[src/design/tcphp_pkg.sv]
// ----------------------------------------------------------------------------
// tcphp_pkg
// Shared types and constants for the TCP header parse and check block.
// ----------------------------------------------------------------------------
package tcphp_pkg;

  localparam int unsigned HeaderBytes = 20;
  localparam int unsigned PosW        = 5;
  localparam int unsigned QueueDepth  = 4;
  localparam int unsigned QueueAw     = $clog2(QueueDepth);

  localparam logic [PosW-1:0] PosLast = PosW'(HeaderBytes - 1);
  localparam logic [PosW-1:0] PosDone = PosW'(HeaderBytes);

  localparam logic [7:0] OffsetMask   = 8'hF0;
  localparam logic [7:0] ReservedMask = 8'h0F;

  localparam logic [2:0] VerdictAllow    = 3'd0;
  localparam logic [2:0] VerdictSrcZero  = 3'd1;
  localparam logic [2:0] VerdictDstZero  = 3'd2;
  localparam logic [2:0] VerdictReserved = 3'd3;
  localparam logic [2:0] VerdictFlagNull = 3'd4;

  // one classified header byte, as queued between front and back
  typedef struct packed {
    logic [7:0]      data;
    logic            start;
    logic            live;   // byte falls inside a header window
    logic [PosW-1:0] pos;    // header byte index when live
  } entry_t;

endpackage

[src/design/tcphp_front.sv]
// ----------------------------------------------------------------------------
// tcphp_front
// Tags each accepted byte with its header byte index since the last start.
// ----------------------------------------------------------------------------
module tcphp_front (
  input  logic             clk,
  input  logic             rst,
  input  logic             take,
  input  logic [7:0]       data_byte,
  input  logic             start_of_header,
  output tcphp_pkg::entry_t entry
);
  import tcphp_pkg::*;

  // saturates at PosDone: no byte beyond the window is live
  logic [PosW-1:0] byte_count;
  logic [PosW-1:0] byte_count_next;

  always_comb begin
    entry.data  = data_byte;
    entry.start = start_of_header;
    entry.live  = start_of_header || (byte_count != PosDone);
    entry.pos   = start_of_header ? '0 : byte_count;
    if (start_of_header) begin
      byte_count_next = PosW'(1);
    end else if (byte_count != PosDone) begin
      byte_count_next = byte_count + PosW'(1);
    end else begin
      byte_count_next = byte_count;
    end
  end

  always_ff @(posedge clk) begin
    if (rst) begin
      byte_count <= PosDone;
    end else if (take) begin
      byte_count <= byte_count_next;
    end
  end

endmodule

[src/design/tcphp_queue.sv]
// ----------------------------------------------------------------------------
// tcphp_queue
// Small FIFO between the classifying front and the parsing back.
// ----------------------------------------------------------------------------
module tcphp_queue (
  input  logic              clk,
  input  logic              rst,
  input  logic              push,
  input  tcphp_pkg::entry_t push_entry,
  output logic              full,
  input  logic              pop,
  output logic              head_valid,
  output tcphp_pkg::entry_t head_entry
);
  import tcphp_pkg::*;

  entry_t             slots [QueueDepth];
  logic [QueueAw-1:0] wr_ptr;
  logic [QueueAw-1:0] rd_ptr;
  logic [QueueAw:0]   fill;

  assign full       = (fill == (QueueAw+1)'(QueueDepth));
  assign head_valid = (fill != '0);
  assign head_entry = slots[rd_ptr];

  always_ff @(posedge clk) begin
    if (push) begin
      slots[wr_ptr] <= push_entry;
    end
  end

  always_ff @(posedge clk) begin
    if (rst) begin
      wr_ptr <= '0;
      rd_ptr <= '0;
      fill   <= '0;
    end else begin
      if (push) begin
        wr_ptr <= wr_ptr + QueueAw'(1);
      end
      if (pop) begin
        rd_ptr <= rd_ptr + QueueAw'(1);
      end
      unique case ({push, pop})
        2'b10:   fill <= fill + (QueueAw+1)'(1);
        2'b01:   fill <= fill - (QueueAw+1)'(1);
        default: fill <= fill;
      endcase
    end
  end

endmodule

[src/design/tcphp_back.sv]
// ----------------------------------------------------------------------------
// tcphp_back
// Captures header fields, runs the sanity checks, holds the result register.
// ----------------------------------------------------------------------------
module tcphp_back (
  input  logic              clk,
  input  logic              rst,
  input  logic              head_valid,
  input  tcphp_pkg::entry_t head_entry,
  output logic              pop,
  output logic              out_valid,
  input  logic              out_stall,
  output logic [2:0]        verdict,
  output logic [15:0]       source_port,
  output logic [15:0]       destination_port,
  output logic [31:0]       sequence_number,
  output logic [31:0]       acknowledgment_number,
  output logic [3:0]        header_words,
  output logic [7:0]        flag_bits,
  output logic [15:0]       window_size,
  output logic [15:0]       header_checksum,
  output logic [15:0]       urgent_pointer
);
  import tcphp_pkg::*;

  logic        parse_active;
  logic [31:0] port_pair;
  logic [31:0] seq_value;
  logic [31:0] ack_value;
  logic [11:0] offset_and_flags;
  logic [47:0] tail_fields;

  logic        parse_active_next;
  logic [31:0] port_pair_next;
  logic [31:0] seq_value_next;
  logic [31:0] ack_value_next;
  logic [11:0] offset_and_flags_next;
  logic [47:0] tail_fields_next;
  logic        done;
  logic [2:0]  code;
  logic        working;
  logic [7:0]  b;
  logic [PosW-1:0] pos;

  assign pop = head_valid && (!out_valid || !out_stall);
  assign b   = head_entry.data;
  assign pos = head_entry.pos;

  always_comb begin
    // start clears every captured field
    if (head_entry.start) begin
      port_pair_next        = '0;
      seq_value_next        = '0;
      ack_value_next        = '0;
      offset_and_flags_next = '0;
      tail_fields_next      = '0;
      parse_active_next     = 1'b1;
    end else begin
      port_pair_next        = port_pair;
      seq_value_next        = seq_value;
      ack_value_next        = ack_value;
      offset_and_flags_next = offset_and_flags;
      tail_fields_next      = tail_fields;
      parse_active_next     = parse_active;
    end
    working = parse_active_next && head_entry.live;
    done    = 1'b0;
    code    = VerdictAllow;
    if (working) begin
      priority if (pos < PosW'(4)) begin
        port_pair_next = {port_pair_next[23:0], b};
        if (pos == PosW'(1) && port_pair_next[15:0] == 16'h0) begin
          done = 1'b1;
          code = VerdictSrcZero;
        end else if (pos == PosW'(3) && port_pair_next[15:0] == 16'h0) begin
          done = 1'b1;
          code = VerdictDstZero;
        end
      end else if (pos < PosW'(8)) begin
        seq_value_next = {seq_value_next[23:0], b};
      end else if (pos < PosW'(12)) begin
        ack_value_next = {ack_value_next[23:0], b};
      end else if (pos == PosW'(12)) begin
        offset_and_flags_next = {4'((b & OffsetMask) >> 4), 8'h00};
        if ((b & ReservedMask) != 8'h00) begin
          done = 1'b1;
          code = VerdictReserved;
        end
      end else if (pos == PosW'(13)) begin
        offset_and_flags_next = {offset_and_flags_next[11:8], b};
        if (b == 8'h00) begin
          done = 1'b1;
          code = VerdictFlagNull;
        end
      end else begin
        tail_fields_next = {tail_fields_next[39:0], b};
        if (pos >= PosLast) begin
          done = 1'b1;
          code = VerdictAllow;
        end
      end
    end
    if (done) begin
      parse_active_next = 1'b0;
    end
  end

  always_ff @(posedge clk) begin
    if (rst) begin
      parse_active <= 1'b0;
    end else if (pop) begin
      parse_active <= parse_active_next;
    end
  end

  always_ff @(posedge clk) begin
    if (pop) begin
      port_pair        <= port_pair_next;
      seq_value        <= seq_value_next;
      ack_value        <= ack_value_next;
      offset_and_flags <= offset_and_flags_next;
      tail_fields      <= tail_fields_next;
    end
  end

  always_ff @(posedge clk) begin
    if (rst) begin
      out_valid <= 1'b0;
    end else if (pop && done) begin
      out_valid <= 1'b1;
    end else if (!out_stall) begin
      out_valid <= 1'b0;
    end
  end

  always_ff @(posedge clk) begin
    if (pop && done) begin
      verdict               <= code;
      source_port           <= port_pair_next[31:16];
      destination_port      <= port_pair_next[15:0];
      sequence_number       <= seq_value_next;
      acknowledgment_number <= ack_value_next;
      header_words          <= offset_and_flags_next[11:8];
      flag_bits             <= offset_and_flags_next[7:0];
      window_size           <= tail_fields_next[47:32];
      header_checksum       <= tail_fields_next[31:16];
      urgent_pointer        <= tail_fields_next[15:0];
    end
  end

endmodule

[src/design/tcp_header_parse_check.sv]
// The deciding byte is pushed into the queue, and the result register loads when the
// back pops that byte. Throughput: one byte per cycle while the queue is not full;
// the back consumes a queued byte every cycle the result register is empty or being
// taken, and the 4-entry queue absorbs stalls.
// Reset (rst, synchronous): queue emptied, no parse active, no result pending;
// bytes before the first start are dropped.
// ----------------------------------------------------------------------------
// tcp_header_parse_check
// Byte-serial TCP header parser with source/destination port, reserved nibble
// and null-flag checks; at most one result transaction per header.
// ----------------------------------------------------------------------------
module tcp_header_parse_check (
  input  logic        clk,
  input  logic        rst,
  // input channel: one header byte per transaction
  input  logic        in_valid,
  output logic        in_stall,
  input  logic [7:0]  data_byte,
  input  logic        start_of_header,
  // result channel
  output logic        out_valid,
  input  logic        out_stall,
  output logic [2:0]  verdict,
  output logic [15:0] source_port,
  output logic [15:0] destination_port,
  output logic [31:0] sequence_number,
  output logic [31:0] acknowledgment_number,
  output logic [3:0]  header_words,
  output logic [7:0]  flag_bits,
  output logic [15:0] window_size,
  output logic [15:0] header_checksum,
  output logic [15:0] urgent_pointer
);
  import tcphp_pkg::*;

  logic   take;
  logic   q_full;
  logic   q_pop;
  logic   q_valid;
  entry_t front_entry;
  entry_t head_entry;

  // the input side only stalls when the queue is full
  assign in_stall = q_full;
  assign take     = in_valid && !q_full;

  // front: tag each byte with its index in the current header window
  tcphp_front u_front (
    .clk             (clk),
    .rst             (rst),
    .take            (take),
    .data_byte       (data_byte),
    .start_of_header (start_of_header),
    .entry           (front_entry)
  );

  // decouples input acceptance from result back-pressure
  tcphp_queue u_queue (
    .clk        (clk),
    .rst        (rst),
    .push       (take),
    .push_entry (front_entry),
    .full       (q_full),
    .pop        (q_pop),
    .head_valid (q_valid),
    .head_entry (head_entry)
  );

  // back: field capture, checks, result register
  tcphp_back u_back (
    .clk                   (clk),
    .rst                   (rst),
    .head_valid            (q_valid),
    .head_entry            (head_entry),
    .pop                   (q_pop),
    .out_valid             (out_valid),
    .out_stall             (out_stall),
    .verdict               (verdict),
    .source_port           (source_port),
    .destination_port      (destination_port),
    .sequence_number       (sequence_number),
    .acknowledgment_number (acknowledgment_number),
    .header_words          (header_words),
    .flag_bits             (flag_bits),
    .window_size           (window_size),
    .header_checksum       (header_checksum),
    .urgent_pointer        (urgent_pointer)
  );

endmodule

[config.mk]
export PLATFORM = sky130hd
export DESIGN_NAME = tcp_header_parse_check
export DESIGN_NICKNAME = d
export VERILOG_FILES = /design/src/design/tcphp_pkg.sv /design/src/design/tcphp_front.sv /design/src/design/tcphp_queue.sv /design/src/design/tcphp_back.sv /design/src/design/tcp_header_parse_check.sv
export SDC_FILE = /design/constraint.sdc
export NUM_CORES = 1
export LEC_CHECK = 0
export BUFFER_PORTS_ARGS = -buffer_cell sky130_fd_sc_hd__buf_4
export CAP_MARGIN = 20
export CORE_UTILIZATION = 50
export CTS_BUF_LIST = sky130_fd_sc_hd__clkbuf_16
export DETAILED_ROUTE_END_ITERATION = 8
export PLACE_DENSITY = 0.79
export SLEW_MARGIN = 20
export SYNTH_ARGS = -nofsm -noshare
export SYNTH_HDL_FRONTEND = slang
export SYNTH_SLANG_ARGS = --single-unit
[constraint.sdc]
create_clock -name clk -period 8.75 [get_ports clk]
set_input_delay 0.4375 -clock clk [delete_from_list [all_inputs] [get_ports clk]]
set_output_delay 0.4375 -clock clk [all_outputs]
set_load 0.05 [all_outputs]
==> metrics.txt <==
setup_tns=0 ns; vias after detailed routing=8870; CTS resizes=0; Root Driver=clkbuf_16; most common cell after layout, fill and taps aside=edfxtp_1; area share of the largest cell type after synthesis=between 70% and 80%; Internal=0.00468 W; crit share post-route=44.8%; most frequent cells in the layout=375 x edfxtp_1, 304 x nand2_1, 178 x buf_4; Worst-path clk slew=about 0.060 ns; synthesis-stage register bit count=~400; H-tree depth=2; number of buffers created by CTS=38; actual slew at the worst max-slew pin=around 1.1 ns; switching pwr=between 0.002 and 0.003 W; CTS tree=done; CTS Sinks=391; Synth area leader=edfxtp_1; final number of setup-violating endpoints=0; Post-Syn Area per Cell=14.5 sq um; wire per inst=18.9 microns; Startpoint Class=flip-flop; combinational share of power=34.6%; IO Pins=174; cells after synthesis=1039; Post-synth EDFFs=375; Final Max Slew Viols=0; fraction of registers with async set/reset=0%; synthesis-to-finish area growth=18.4%; top_reg_cell synth=edfxtp_1; Final nets=1224; I/O Buffers=~170; DR pass1 iterations=5; sequential fraction of the synthesis area=slightly below 80%; DR vias/cell=5.48; status=complete, no violations; # Post-CTS Setup Buffers=0; Layout Cells excl Fill=1620; critical path class=flip-flop to flip-flop; Lkg Pwr=6.43 nW; dpl ws=4.53 ns; worst skew pair latency=~0.52 ns; post-route antenna net violation count=0; syn nets=1060; Die Y=176 microns; vias in the first global route=roughly 8400; ANT cells=0; first-pass GRT wire length=46900 microns; RSZ-0062 raised after global routing=no; VDD IR max=0.274 mV; final wirelength=just over 30000 microns; DR iter-0 viols=1104; GPL Wtd Cong=roughly 0.75; Yosys Warn Count=0; crit path max fanout=57; largest net degree at the start of global routing=160; Die W=176 microns; DP HPWL=around 19000 microns; drt drc=0; Req. time, crit path=9.08 ns; clock buffer depth=3; worst min-delay path class=primary input to flip-flop; Clock Skews=0.0126 ns; highest clock rate=0.255 GHz; critical path capture point type=flip-flop; Fin. Hold Viols=0; antenna violations before repair=0; Area contributors post-synth=edfxtp_1 75%, nand2_1 7.6%, a21oi_1 4.2%; Core ar.=29600 sq um; Placed Cells=1552; Starting Density=50.8%; Post-Syn Area=15100 sq um; sw frac=about two fifths; filler instances=about 2200; Worst EP arrival=4.24 ns; total track usage=19.7%; FP Rows=63; fin crit period=slightly below 4 ns; Die ar.=30800 sq um; Worst Slack Setup Final=4.83 ns; Rel. slew slack=28.0%; cell area power density=428 nW/um^2; library cells used by synthesis=slightly above 60; register share of total power=between 40% and 50%; power share of the clock group=19.6%; CTS Hold Bufs=0; share of cells above drive strength 1=21.9%; max-cap viol count=0; total gr overflow=0
cells by family (layout without fill, tap and decap cells):
| kind of cell | Yosys count | in the layout | share of synthesized area (%) |
|---|---|---|---|
| flops | 391 | 391 | 76.9 |
| simple gates | 378 | 378 | 10.8 |
| xor+xnor | 5 | 5 | 0.291 |
| fa+ha+maj | 8 | 8 | 0.715 |
| compound gates | 171 | 171 | 6.32 |
| buf+inv | 67 | 258 | 2.27 |
| mux | 19 | 19 | 2.65 |
routing by layer:
metal  GRT usage [%]  part of all wire [%]  vias to the layer above
li1                -                     -                     4110
met1            27.9                    42                     4377
met2            31.5                    50                      330
met3            3.35                   6.4                       53
met4            5.72                   2.3                        0
met5               0                     0                        -
sequential cells by signal, summed over array words and instances (netlist names), 4 cells and up, named ones only:
register,count
u_back.ack_value,32
u_back.acknowledgment_number,32
u_back.destination_port,16
u_back.flag_bits,8
u_back.header_checksum,16
u_back.header_words,4
u_back.offset_and_flags,12
u_back.port_pair,32
u_back.seq_value,32
u_back.sequence_number,32
u_back.source_port,16
u_back.tail_fields,48
u_back.urgent_pointer,16
u_back.window_size,16
u_front.byte_count,5
u_queue.slots,60
synth_stat cells, drive strengths merged (6+ instances only):
cell    instances
edfxtp        375
nand2         304
a21oi         125
buf            32
clkbuf         25
o21ai          25
nor2           18
nand3          17
dfxtp          16
mux4           15
inv            10
ha              7
and2            6
nor2b           6
worst max-delay path, stage by stage, from the launching register on:
cell	delay [ns]
dfxtp_1	0.85
mux4_4	0.91
o21ai_4	0.57
or4b_1	0.93
nand2_1	0.18
a21oi_1	0.27
final cells by class:
class                           count  area (sq um)  area share, %
Inverter                           10          42.5          0.239
Tap cell                          390           488           2.74
Clock buffer                       39           976           5.47
Clock inverter                     28           163          0.912
Timing Repair Buffer              181          1400           7.83
Sequential cell                   391         11600           65.0
Multi-Input combinational cell    581          3180           17.8
final timing paths:
| kind | cells after the start | slack (ns) | startpoint | to |
|---|---|---|---|---|
| max | 5 | 4.83 | flip-flop | u_back.ack_value[10]$_DFFE_PP_ |
| min | 1 | 0.12 | data_byte[1] | u_queue.slots[3][8]$_DFFE_PP_ |
| max reg2reg | 5 | 4.83 | flip-flop | u_back.ack_value[10]$_DFFE_PP_ |
| min reg2reg | 2 | 0.50 | u_queue.fill[2]$_SDFFE_PP0P_ | u_queue.fill[2]$_SDFFE_PP0P_ |
per-stage QoR:
| stage | cell area [sq um] | utilization [%] | total power (W) | hold WS [ns] |
|---|---|---|---|---|
| 5_1_grt | 17800 | 60.1 | 0.00800 | 0.111 |
| 6_report | 17800 | 60.1 | 0.00764 | 0.122 |
| 3_3_place_gp | 16700 | 56.2 | 0.00606 | 0.479 |
| 2_1_floorplan | 15100 | - | 0.00543 | 0.466 |
| 3_5_place_dp | 16700 | 56.2 | 0.00615 | 0.497 |
| 4_1_cts | 17800 | 60.0 | 0.00765 | 0.105 |
power groups by stage:
stage | Sequential (W) | Combinational, W | Clock, W
3_5_place_dp | 0.00353 | 0.00262 | 0
2_1_floorplan | 0.00411 | 0.00132 | 0
4_1_cts | 0.00350 | 0.00264 | 0.00151
3_3_place_gp | 0.00350 | 0.00255 | 0
6_report | 0.00350 | 0.00264 | 0.00150
5_1_grt | 0.00355 | 0.00286 | 0.00159
No activity file was read; power rests on OpenSTA's default activity.
